==> src/sofl_pkg.sv <==
package sofl_pkg;

  localparam int TAPS    = 8;
  localparam int TAP_W   = $clog2(TAPS);
  localparam int PH_W    = 24;
  localparam int INC_W   = 23;
  localparam int AMP_W   = 15;
  localparam int COEF_W  = 15;
  localparam int SAMP_W  = 16;
  localparam int ACC_W   = 42;
  localparam int SPLIT_W = 21;
  localparam int PROD_W  = ACC_W + AMP_W + 1;
  localparam int FRAC_W  = 38;
  localparam int CFG_W   = 23;

  localparam logic CFG_PHASE_INC = 1'b0;
  localparam logic CFG_AMPLITUDE = 1'b1;

  localparam logic [INC_W-1:0] INC_RST = 23'd62915;
  localparam logic [AMP_W-1:0] AMP_RST = 15'd500;

  typedef struct packed {
    logic             load_out;
    logic             phase_upd;
    logic             mac;
    logic [TAP_W-1:0] tap;
    logic             scale_lo;
    logic             scale_hi;
    logic             finish;
  } sofl_cmd_t;

  typedef struct packed {
    logic busy;
    logic parity;
  } sofl_stat_t;

  function automatic logic [COEF_W-1:0] coeff_q16(input logic [TAP_W-1:0] idx);
    logic [COEF_W-1:0] c;
    unique case (idx)
      3'd0:    c = 15'd655;
      3'd1:    c = 15'd3277;
      3'd2:    c = 15'd7864;
      3'd3:    c = 15'd20972;
      3'd4:    c = 15'd20972;
      3'd5:    c = 15'd7864;
      3'd6:    c = 15'd3277;
      default: c = 15'd655;
    endcase
    return c;
  endfunction

endpackage

==> src/sofl_ctrl.sv <==
module sofl_ctrl import sofl_pkg::*; (
  input  logic       clk,
  input  logic       rst_n,
  input  logic       in_valid,
  output logic       in_ready,
  input  logic       in_advance,
  output logic       out_valid,
  input  logic       out_ready,
  output logic       out_slot_channel,
  output sofl_cmd_t  cmd,
  output sofl_stat_t stat
);

  localparam logic [2:0] ST_IDLE   = 3'd0;
  localparam logic [2:0] ST_PHASE  = 3'd1;
  localparam logic [2:0] ST_MAC    = 3'd2;
  localparam logic [2:0] ST_SCL_LO = 3'd3;
  localparam logic [2:0] ST_SCL_HI = 3'd4;
  localparam logic [2:0] ST_FIN    = 3'd5;

  logic [2:0]       state_r, state_nxt;
  logic [TAP_W-1:0] tap_r, tap_nxt;
  logic             parity_r, parity_nxt;
  logic             out_valid_r, out_valid_nxt;
  logic             chan_r, chan_nxt;
  logic             accept, fire;

  assign in_ready = (state_r == ST_IDLE) && (!out_valid_r || out_ready);
  assign accept   = in_valid && in_ready;
  assign fire     = accept && in_advance;

  always_comb begin
    state_nxt     = state_r;
    tap_nxt       = tap_r;
    parity_nxt    = parity_r;
    out_valid_nxt = out_valid_r;
    chan_nxt      = chan_r;
    cmd           = '0;
    cmd.tap       = tap_r;
    if (out_valid_r && out_ready) begin
      out_valid_nxt = 1'b0;
    end
    unique case (state_r)
      ST_IDLE: begin
        if (fire) begin
          cmd.load_out  = 1'b1;
          out_valid_nxt = 1'b1;
          chan_nxt      = parity_r;
          parity_nxt    = ~parity_r;
          if (parity_r) begin
            state_nxt = ST_PHASE;
          end
        end
      end
      ST_PHASE: begin
        cmd.phase_upd = 1'b1;
        tap_nxt       = '0;
        state_nxt     = ST_MAC;
      end
      ST_MAC: begin
        cmd.mac = 1'b1;
        tap_nxt = tap_r + 1'b1;
        if (tap_r == TAP_W'(TAPS - 1)) begin
          state_nxt = ST_SCL_LO;
        end
      end
      ST_SCL_LO: begin
        cmd.scale_lo = 1'b1;
        state_nxt    = ST_SCL_HI;
      end
      ST_SCL_HI: begin
        cmd.scale_hi = 1'b1;
        state_nxt    = ST_FIN;
      end
      ST_FIN: begin
        cmd.finish = 1'b1;
        state_nxt  = ST_IDLE;
      end
      default: begin
        state_nxt = ST_IDLE;
      end
    endcase
  end

  always_ff @(posedge clk) begin
    if (!rst_n) begin
      state_r     <= ST_IDLE;
      tap_r       <= '0;
      parity_r    <= 1'b0;
      out_valid_r <= 1'b0;
      chan_r      <= 1'b0;
    end else begin
      state_r     <= state_nxt;
      tap_r       <= tap_nxt;
      parity_r    <= parity_nxt;
      out_valid_r <= out_valid_nxt;
      chan_r      <= chan_nxt;
    end
  end

  assign out_valid        = out_valid_r;
  assign out_slot_channel = chan_r;
  assign stat.busy        = (state_r != ST_IDLE);
  assign stat.parity      = parity_r;

endmodule

==> src/sofl_dp.sv <==
module sofl_dp import sofl_pkg::*; (
  input  logic                     clk,
  input  logic                     rst_n,
  input  logic                     cfg_we,
  input  logic                     cfg_index,
  input  logic [CFG_W-1:0]         cfg_data,
  input  sofl_cmd_t                cmd,
  output logic signed [SAMP_W-1:0] out_sample_out
);

  logic [INC_W-1:0]         inc_r;
  logic [AMP_W-1:0]         amp_r;
  logic signed [PH_W-1:0]   saw_r;
  logic signed [PH_W-1:0]   hist_r [TAPS];
  logic [TAP_W-1:0]         wpos_r;
  logic signed [SAMP_W-1:0] held_r;
  logic signed [SAMP_W-1:0] samp_r;
  logic signed [ACC_W-1:0]  acc_r;
  logic [SPLIT_W+AMP_W-1:0] lo_r;
  logic signed [PROD_W-1:0] prod_r;

  logic signed [PH_W+1:0]       ph_sum, ph_fold;
  logic [TAP_W-1:0]             rd_idx;
  logic signed [PH_W+COEF_W:0]  mac_prod;
  logic signed [ACC_W-SPLIT_W+AMP_W:0] hi_prod;
  logic signed [PROD_W-1:0]     prod_nxt;
  logic signed [PROD_W-FRAC_W-1:0] quo;
  logic signed [SAMP_W-1:0]     sat;

  // phase step with fold by 2.0 past 1.0
  always_comb begin
    ph_sum = {{2{saw_r[PH_W-1]}}, saw_r} + $signed({3'b000, inc_r});
    if (ph_sum > 26'sd4194304) begin
      ph_fold = ph_sum - 26'sd8388608;
    end else begin
      ph_fold = ph_sum;
    end
  end

  // shared tap multiply
  assign rd_idx   = wpos_r + cmd.tap;
  assign mac_prod = hist_r[rd_idx] * $signed({1'b0, coeff_q16(cmd.tap)});

  // gain split in two partial products
  assign hi_prod  = $signed(acc_r[ACC_W-1:SPLIT_W]) * $signed({1'b0, amp_r});
  assign prod_nxt = $signed({hi_prod, {SPLIT_W{1'b0}}})
                  + $signed({{(PROD_W-SPLIT_W-AMP_W){1'b0}}, lo_r});

  // truncate toward zero, then saturate
  always_comb begin
    quo = prod_r[PROD_W-1:FRAC_W];
    if (prod_r[PROD_W-1] && (|prod_r[FRAC_W-1:0])) begin
      quo = quo + 1'b1;
    end
    if (quo > 20'sd32767) begin
      sat = 16'sh7fff;
    end else if (quo < -20'sd32768) begin
      sat = -16'sh8000;
    end else begin
      sat = quo[SAMP_W-1:0];
    end
  end

  always_ff @(posedge clk) begin
    if (!rst_n) begin
      inc_r  <= INC_RST;
      amp_r  <= AMP_RST;
      saw_r  <= '0;
      wpos_r <= '0;
      held_r <= '0;
      for (int i = 0; i < TAPS; i++) begin
        hist_r[i] <= '0;
      end
    end else begin
      if (cfg_we) begin
        unique case (cfg_index)
          CFG_PHASE_INC: inc_r <= cfg_data[INC_W-1:0];
          CFG_AMPLITUDE: amp_r <= cfg_data[AMP_W-1:0];
          default: ;
        endcase
      end
      if (cmd.phase_upd) begin
        saw_r          <= ph_fold[PH_W-1:0];
        hist_r[wpos_r] <= ph_fold[PH_W-1:0];
      end
      if (cmd.finish) begin
        held_r <= sat;
        wpos_r <= wpos_r + 1'b1;
      end
    end
  end

  always_ff @(posedge clk) begin
    if (cmd.load_out) begin
      samp_r <= held_r;
    end
    if (cmd.phase_upd) begin
      acc_r <= '0;
    end else if (cmd.mac) begin
      acc_r <= acc_r + ACC_W'(mac_prod);
    end
    if (cmd.scale_lo) begin
      lo_r <= acc_r[SPLIT_W-1:0] * amp_r;
    end
    if (cmd.scale_hi) begin
      prod_r <= prod_nxt;
    end
  end

  assign out_sample_out = samp_r;

endmodule

==> src/saw_oscillator_fir_lowpass_unit.sv <==
// sawtooth oscillator with an 8-tap lowpass, paced by audio transmit slots
//
// in channel (in_valid/in_ready/in_advance): one word per transmit slot;
//   advance = 1 sends the held sample, advance = 0 is a no-op word with no result
// out channel (out_valid/out_ready): held sample and slot parity, registered,
//   valid the cycle after the input word is taken
// cfg port: cfg_we/cfg_index/cfg_data, 0 = phase increment (Q2.22), 1 = amplitude;
//   write only while idle, takes effect at once
// throughput: an even slot takes 1 cycle; an odd slot takes 13 cycles
//   (the accepting cycle, phase update, 8 cycles through the single
//   multiply-accumulate unit, 2 cycles of split gain multiply, 1 cycle of
//   rounding and clamp), then the next word may be taken
// a new word is taken only once the output register is empty or being drained,
//   so a stalled receiver holds off the input side
// reset (rst_n low, synchronous): phase, history, slot parity and held sample
//   clear to zero, increment returns to 62915 and amplitude to 500
module saw_oscillator_fir_lowpass_unit import sofl_pkg::*; (
  input  logic                     clk,
  input  logic                     rst_n,
  input  logic                     in_valid,
  output logic                     in_ready,
  input  logic                     in_advance,
  output logic                     out_valid,
  input  logic                     out_ready,
  output logic signed [SAMP_W-1:0] out_sample_out,
  output logic                     out_slot_channel,
  input  logic                     cfg_we,
  input  logic                     cfg_index,
  input  logic [CFG_W-1:0]         cfg_data
);

  sofl_cmd_t  cmd;
  sofl_stat_t stat;

  sofl_ctrl u_ctrl (
    .clk              (clk),
    .rst_n            (rst_n),
    .in_valid         (in_valid),
    .in_ready         (in_ready),
    .in_advance       (in_advance),
    .out_valid        (out_valid),
    .out_ready        (out_ready),
    .out_slot_channel (out_slot_channel),
    .cmd              (cmd),
    .stat             (stat)
  );

  sofl_dp u_dp (
    .clk            (clk),
    .rst_n          (rst_n),
    .cfg_we         (cfg_we),
    .cfg_index      (cfg_index),
    .cfg_data       (cfg_data),
    .cmd            (cmd),
    .out_sample_out (out_sample_out)
  );

  a_adv_gives_word: assert property (@(posedge clk) disable iff (!rst_n)
    (in_valid && in_ready && in_advance) |=> out_valid)
    else $error("advance word produced no output word");

  a_parity_flips: assert property (@(posedge clk) disable iff (!rst_n)
    (in_valid && in_ready && in_advance) |=> (stat.parity != $past(stat.parity)))
    else $error("slot parity did not toggle");

  a_noop_silent: assert property (@(posedge clk) disable iff (!rst_n)
    (in_valid && in_ready && !in_advance && !out_valid) |=> !out_valid)
    else $error("no-op word produced an output word");

  a_busy_blocks: assert property (@(posedge clk) disable iff (!rst_n)
    stat.busy |-> !in_ready)
    else $error("input taken while sample update in progress");

endmodule

==> config.mk <==
export PLATFORM = sky130hd
export DESIGN_NAME = saw_oscillator_fir_lowpass_unit
export DESIGN_NICKNAME = d
export VERILOG_FILES = /design/src/sofl_pkg.sv /design/src/sofl_ctrl.sv /design/src/sofl_dp.sv /design/src/saw_oscillator_fir_lowpass_unit.sv
export SDC_FILE = /design/constraint.sdc
export NUM_CORES = 2
export LEC_CHECK = 0
export ABC_AREA = 1
export BUFFER_PORTS_ARGS = -buffer_cell sky130_fd_sc_hd__buf_2
export CAP_MARGIN = 5
export CORE_MARGIN = 2
export CORE_UTILIZATION = 40
export DETAILED_ROUTE_END_ITERATION = 10
export PLACE_DENSITY = 0.63
export SLEW_MARGIN = 20
export SYNTH_ARGS = -nofsm -noshare
export SYNTH_HDL_FRONTEND = slang
export SYNTH_SLANG_ARGS = --single-unit
==> constraint.sdc <==
create_clock -name clk -period 14.9 [get_ports clk]
set_input_delay 2.235 -clock clk [delete_from_list [all_inputs] [get_ports clk]]
set_output_delay 2.235 -clock clk [all_outputs]
set_load 0.005 [all_outputs]
==> run summary <==
CELLS AND AREA
----------------------------------------------------------------------------------------------------
Layout overhead on the synthesized area                                                        6.39%
Final nets                                                                                      8157
Core occupancy in the finished layout                                                          43.0%
Fraction of layout instances using a drive strength above 1                                    5.24%

STA
----------------------------------------------------------------------------------------------------
Final Cycle Share                                                                              71.6%
Setup Viol. Count Final                                                                            0
Transition time at the pin with the least slew margin                                        1100 ps
Total Neg Setup Slack                                                                           0 ps
Setup skew after layout                                                                      58.4 ps
RSZ-0062 raised after global routing                                                           false
Worst slew margin relative to its limit                                                        26.1%
Total count of hold-check failures in the final report                                             0
Period minus WS final                                                                       10660 ps
Achievable clock frequency                                                                0.0938 GHz
Max Slew Vio Count                                                                                 0

DIE
----------------------------------------------------------------------------------------------------
Width of the chip                                                                             382 um
Overall die height                                                                            382 um
Ports                                                                                             49
Starting Density                                                                               40.4%
Die Area                                                                                146000 sq um
Core area                                                                               142000 sq um
Standard-cell row count                                                                          138

CLOCKING
----------------------------------------------------------------------------------------------------
Number of buffers created by CTS                                                                  49
Depth of the CTS H-tree                                                                            2
Hold-fix buffers, CTS                                                                              0
Clock latency on the worst-skew pair                                                          670 ps
Clock net sink count                                                                             434
Total of cells resized after clock tree synthesis                                                  0
Setup Buffers After CTS                                                                            0
Buffer levels on the longest clock path                                                            3
TritonCTS clock tree                                                                           built
Clock-pin slew reported for the worst setup and hold paths after clock tree synthesis          60 ps
CTS Root Cell                                                                           sky130_fd_sc_hd__clkbuf_16

LOGIC SYNTHESIS
----------------------------------------------------------------------------------------------------
Number of standard cells after synthesis                                                        6967
Library cell occupying the most area in the post-synthesis netlist                      sky130_fd_sc_hd__fa_1
Fraction of synthesized cell area taken by the top area cell type                              32.5%
Count of warnings emitted by yosys                                                                 0
Number of enable flip-flop cells after synthesis                                                 302
Top cells by area in the synthesized netlist                                            sky130_fd_sc_hd__fa_1 (32%), sky130_fd_sc_hd__edfxtp_1 (16%), sky130_fd_sc_hd__inv_1 (12%)
Part of the Yosys area used for sequential elements                                            20.5%
Flops & latches, synth                                                                           434
Post-synth ARST share                                                                             0%
Count of unique library cells instantiated by Yosys                                               58
Net count after synthesis                                                                       8268
Ys flop type                                                                            sky130_fd_sc_hd__edfxtp_1
Cell Area, Synth                                                                         57200 sq um
Mean area per synthesized cell                                                            8.22 sq um

PLACE
----------------------------------------------------------------------------------------------------
Count of buffers inserted at the top-level ports                                                  48
Placed wire-length estimate                                                                125000 um
Routability-driven placement congestion ratio                                                  0.950

GLOBAL ROUTING
----------------------------------------------------------------------------------------------------
GRT Residual Overflow                                                                              0
Gr usage total                                                                                 22.3%
Number of antenna violations at the first check in global routing                                  2
Vias in the first global route                                                                 46000
Wire length of the first global-routing pass                                               257000 um
Maximum number of pins on one net before global-route repair                                      80

DETAILED ROUTING
----------------------------------------------------------------------------------------------------
Routed via count                                                                               43700
First-iteration detailed-routing DRC count                                                      3506
Remaining DRCs                                                                                     0
Sum of routed wire length over all layers                                                  158000 um
Detailed-route wire length per cell                                                          18.0 um
Drt first pass iters                                                                               5
ANT nets after route                                                                               0
Via-to-Cell Ratio                                                                               4.97

WORST SETUP PATH
----------------------------------------------------------------------------------------------------
Worst setup path category                                                                    reg2reg
Buffer and inverter count on the worst path                                                       10
Worst setup EP type                                                                             flop
Max incr delay on CP                                                                         1050 ps
Dominant cell type by count on the critical path                                        sky130_fd_sc_hd__inv_1
Largest fanout on the critical path                                                               20
Critical path's top delay family                                                        simple AND/OR/NAND/NOR gates
Endpoint arrival time on the critical path                                                  11240 ps
Crit-path slowest cell                                                                  sky130_fd_sc_hd__nor2_1
Data required time at the worst endpoint                                                    15480 ps
Type of origin of the critical path                                                             flop

MIN PATH
----------------------------------------------------------------------------------------------------
Worst min path class                                                                         reg2reg

RUN
----------------------------------------------------------------------------------------------------
Reported max-cap violation count                                                                   0

STATUS
----------------------------------------------------------------------------------------------------
Result of the run                                                                          completed

==> worst reg2reg max path, delay by kind of cell (launching register included) <==
kind | cells | cell delay (ps)
and+or+nand+nor | 9 | 3880
adders and majority gates | 8 | 3710
buffers and inverters | 10 | 2130
DFF | 1 | 470
AOI/OAI and AO/OA | 3 | 430
==> registers in the layout, summed over array words and instances (netlist names) <==
| name | cells |
|---|---|
| u_ctrl.out_slot_channel | 1 |
| u_ctrl.tap_r | 3 |
| u_dp.saw_r | 24 |
| u_dp.held_r | 16 |
| u_dp.out_sample_out | 16 |
| u_dp.wpos_r | 3 |
| u_dp.inc_r | 23 |
| u_dp.prod_r | 58 |
| u_ctrl.state_r | 3 |
| u_dp.acc_r | 42 |
| u_ctrl.parity_r | 1 |
| u_dp.amp_r | 15 |
| u_ctrl.out_valid | 1 |
| u_dp.lo_r | 36 |
| u_dp.hist_r | 192 |
==> per-stage QoR <==
| step | setup WS, ps | instances | instance area [sq um] | hold WS (ps) |
|---|---|---|---|---|
| after floorplan | 7910 | 6967 | 57200 | 400 |
| after global placement | 4050 | 8694 | 59200 | 400 |
| after detailed placement | 4500 | 8694 | 59200 | 405 |
| after CTS | 4460 | 8784 | 60900 | 417 |
| after global routing | 3860 | 8786 | 60900 | 423 |
| final | 4240 | 8786 | 60900 | 416 |
==> path summary, 6_finish.rpt <==
kind                                      end  slack (ps)                          from  cells past startpoint
setup reg to reg  u_dp.acc_r[39]$_SDFFE_PP0P_        4240  u_ctrl.tap_r[0]$_SDFFE_PN0P_                     30
hold / removal      u_dp.prod_r[11]$_DFFE_PP_         420       u_dp.lo_r[11]$_DFFE_PN_                      0
setup / recovery  u_dp.acc_r[39]$_SDFFE_PP0P_        4240  u_ctrl.tap_r[0]$_SDFFE_PN0P_                     30
hold reg to reg     u_dp.prod_r[11]$_DFFE_PP_         420       u_dp.lo_r[11]$_DFFE_PN_                      0
==> metal layers <==
layer  global-route usage [%]  vias up  share of wire, %
met1                     30.0    21700                43
met2                     38.4     1307                49
met5                        0        -                 0
met4                     5.56        0               2.6
met3                     2.45      211               6.1
li1                         -    20400                 -
==> cells in the mapped netlist, types with 3 or more instances <==
cell type and number:
sky130_fd_sc_hd__a21boi_0 5, sky130_fd_sc_hd__a21boi_1 3, sky130_fd_sc_hd__a21o_1 11, sky130_fd_sc_hd__a21oi_1 259, sky130_fd_sc_hd__a21oi_2 12, sky130_fd_sc_hd__a22o_1 3
sky130_fd_sc_hd__a31oi_1 11, sky130_fd_sc_hd__and2_1 3, sky130_fd_sc_hd__and3_1 3, sky130_fd_sc_hd__buf_1 3, sky130_fd_sc_hd__buf_2 23, sky130_fd_sc_hd__clkbuf_1 231
sky130_fd_sc_hd__clkinv_1 15, sky130_fd_sc_hd__dfxtp_1 132, sky130_fd_sc_hd__edfxtp_1 302, sky130_fd_sc_hd__fa_1 928, sky130_fd_sc_hd__ha_1 343, sky130_fd_sc_hd__inv_1 1798
sky130_fd_sc_hd__inv_2 31, sky130_fd_sc_hd__mux2_2 34, sky130_fd_sc_hd__mux2i_1 14, sky130_fd_sc_hd__nand2_1 1453, sky130_fd_sc_hd__nand2_2 41, sky130_fd_sc_hd__nand2_4 5
sky130_fd_sc_hd__nand3_1 124, sky130_fd_sc_hd__nand3_2 8, sky130_fd_sc_hd__nand3b_1 8, sky130_fd_sc_hd__nand4_1 38, sky130_fd_sc_hd__nor2_1 576, sky130_fd_sc_hd__nor2_2 19
sky130_fd_sc_hd__nor2_4 8, sky130_fd_sc_hd__nor3_1 32, sky130_fd_sc_hd__nor4_1 14, sky130_fd_sc_hd__o211ai_1 37, sky130_fd_sc_hd__o21a_1 3, sky130_fd_sc_hd__o21ai_0 254
sky130_fd_sc_hd__o21ai_1 11, sky130_fd_sc_hd__o21bai_1 8, sky130_fd_sc_hd__o22ai_1 7, sky130_fd_sc_hd__or2_1 5, sky130_fd_sc_hd__xnor2_1 45, sky130_fd_sc_hd__xor2_1 85
==> cell type report <==
cell class                      count  area, sq um
Antenna cell                        1         2.50
Fill cell                       14000        80900
Multi-Input combinational cell   4429        37600
Inverter                         1844         6920
Clock buffer                       62         1330
Tap cell                         1890         2360
Timing Repair Buffer               98          636
Clock inverter                     28          289
Sequential cell                   434        11700
==> logic make-up after synthesis <==
kind of cell | Yosys count | share of synthesized area (%)
AND/OR/NAND/NOR | 2344 | 16.7
buffers and inverters | 2104 | 13.9
adder cells (fa/ha/maj) | 1271 | 40.0
AO/OA/AOI/OAI | 633 | 6.03
flip-flops | 434 | 20.5
XOR/XNOR | 133 | 2.09
multiplexers | 48 | 0.914
==> layout by cell type, fill, tap and decap left out, types with 7 or more instances in the layout <==
cell	count
sky130_fd_sc_hd__nand3_1	124
sky130_fd_sc_hd__dfxtp_2	11
sky130_fd_sc_hd__nand3b_1	8
sky130_fd_sc_hd__o21ai_0	254
sky130_fd_sc_hd__mux2i_1	14
sky130_fd_sc_hd__nor2_1	574
sky130_fd_sc_hd__nor4_1	14
sky130_fd_sc_hd__o21ai_1	10
sky130_fd_sc_hd__xnor2_1	45
sky130_fd_sc_hd__inv_2	32
sky130_fd_sc_hd__clkbuf_1	10
sky130_fd_sc_hd__edfxtp_1	302
sky130_fd_sc_hd__nand2_1	1453
sky130_fd_sc_hd__fa_1	928
sky130_fd_sc_hd__ha_1	342
sky130_fd_sc_hd__buf_2	48
sky130_fd_sc_hd__o21bai_1	8
sky130_fd_sc_hd__buf_4	49
sky130_fd_sc_hd__nand2_2	41
sky130_fd_sc_hd__a21o_1	11
sky130_fd_sc_hd__clkbuf_16	51
sky130_fd_sc_hd__a21oi_2	12
sky130_fd_sc_hd__nor3_1	30
sky130_fd_sc_hd__dfxtp_1	121
sky130_fd_sc_hd__o22ai_1	7
sky130_fd_sc_hd__nand3_2	8
sky130_fd_sc_hd__xor2_1	85
sky130_fd_sc_hd__nor2_4	10
sky130_fd_sc_hd__clkinv_1	24
sky130_fd_sc_hd__nor2_2	19
sky130_fd_sc_hd__o211ai_1	37
sky130_fd_sc_hd__inv_1	1796
sky130_fd_sc_hd__mux2_2	34
sky130_fd_sc_hd__a31oi_1	11
sky130_fd_sc_hd__a21oi_1	259
sky130_fd_sc_hd__nand4_1	38
Power is not shown: default switching activity piles up to over one toggle a cycle in this logic, so the estimate is an artifact.
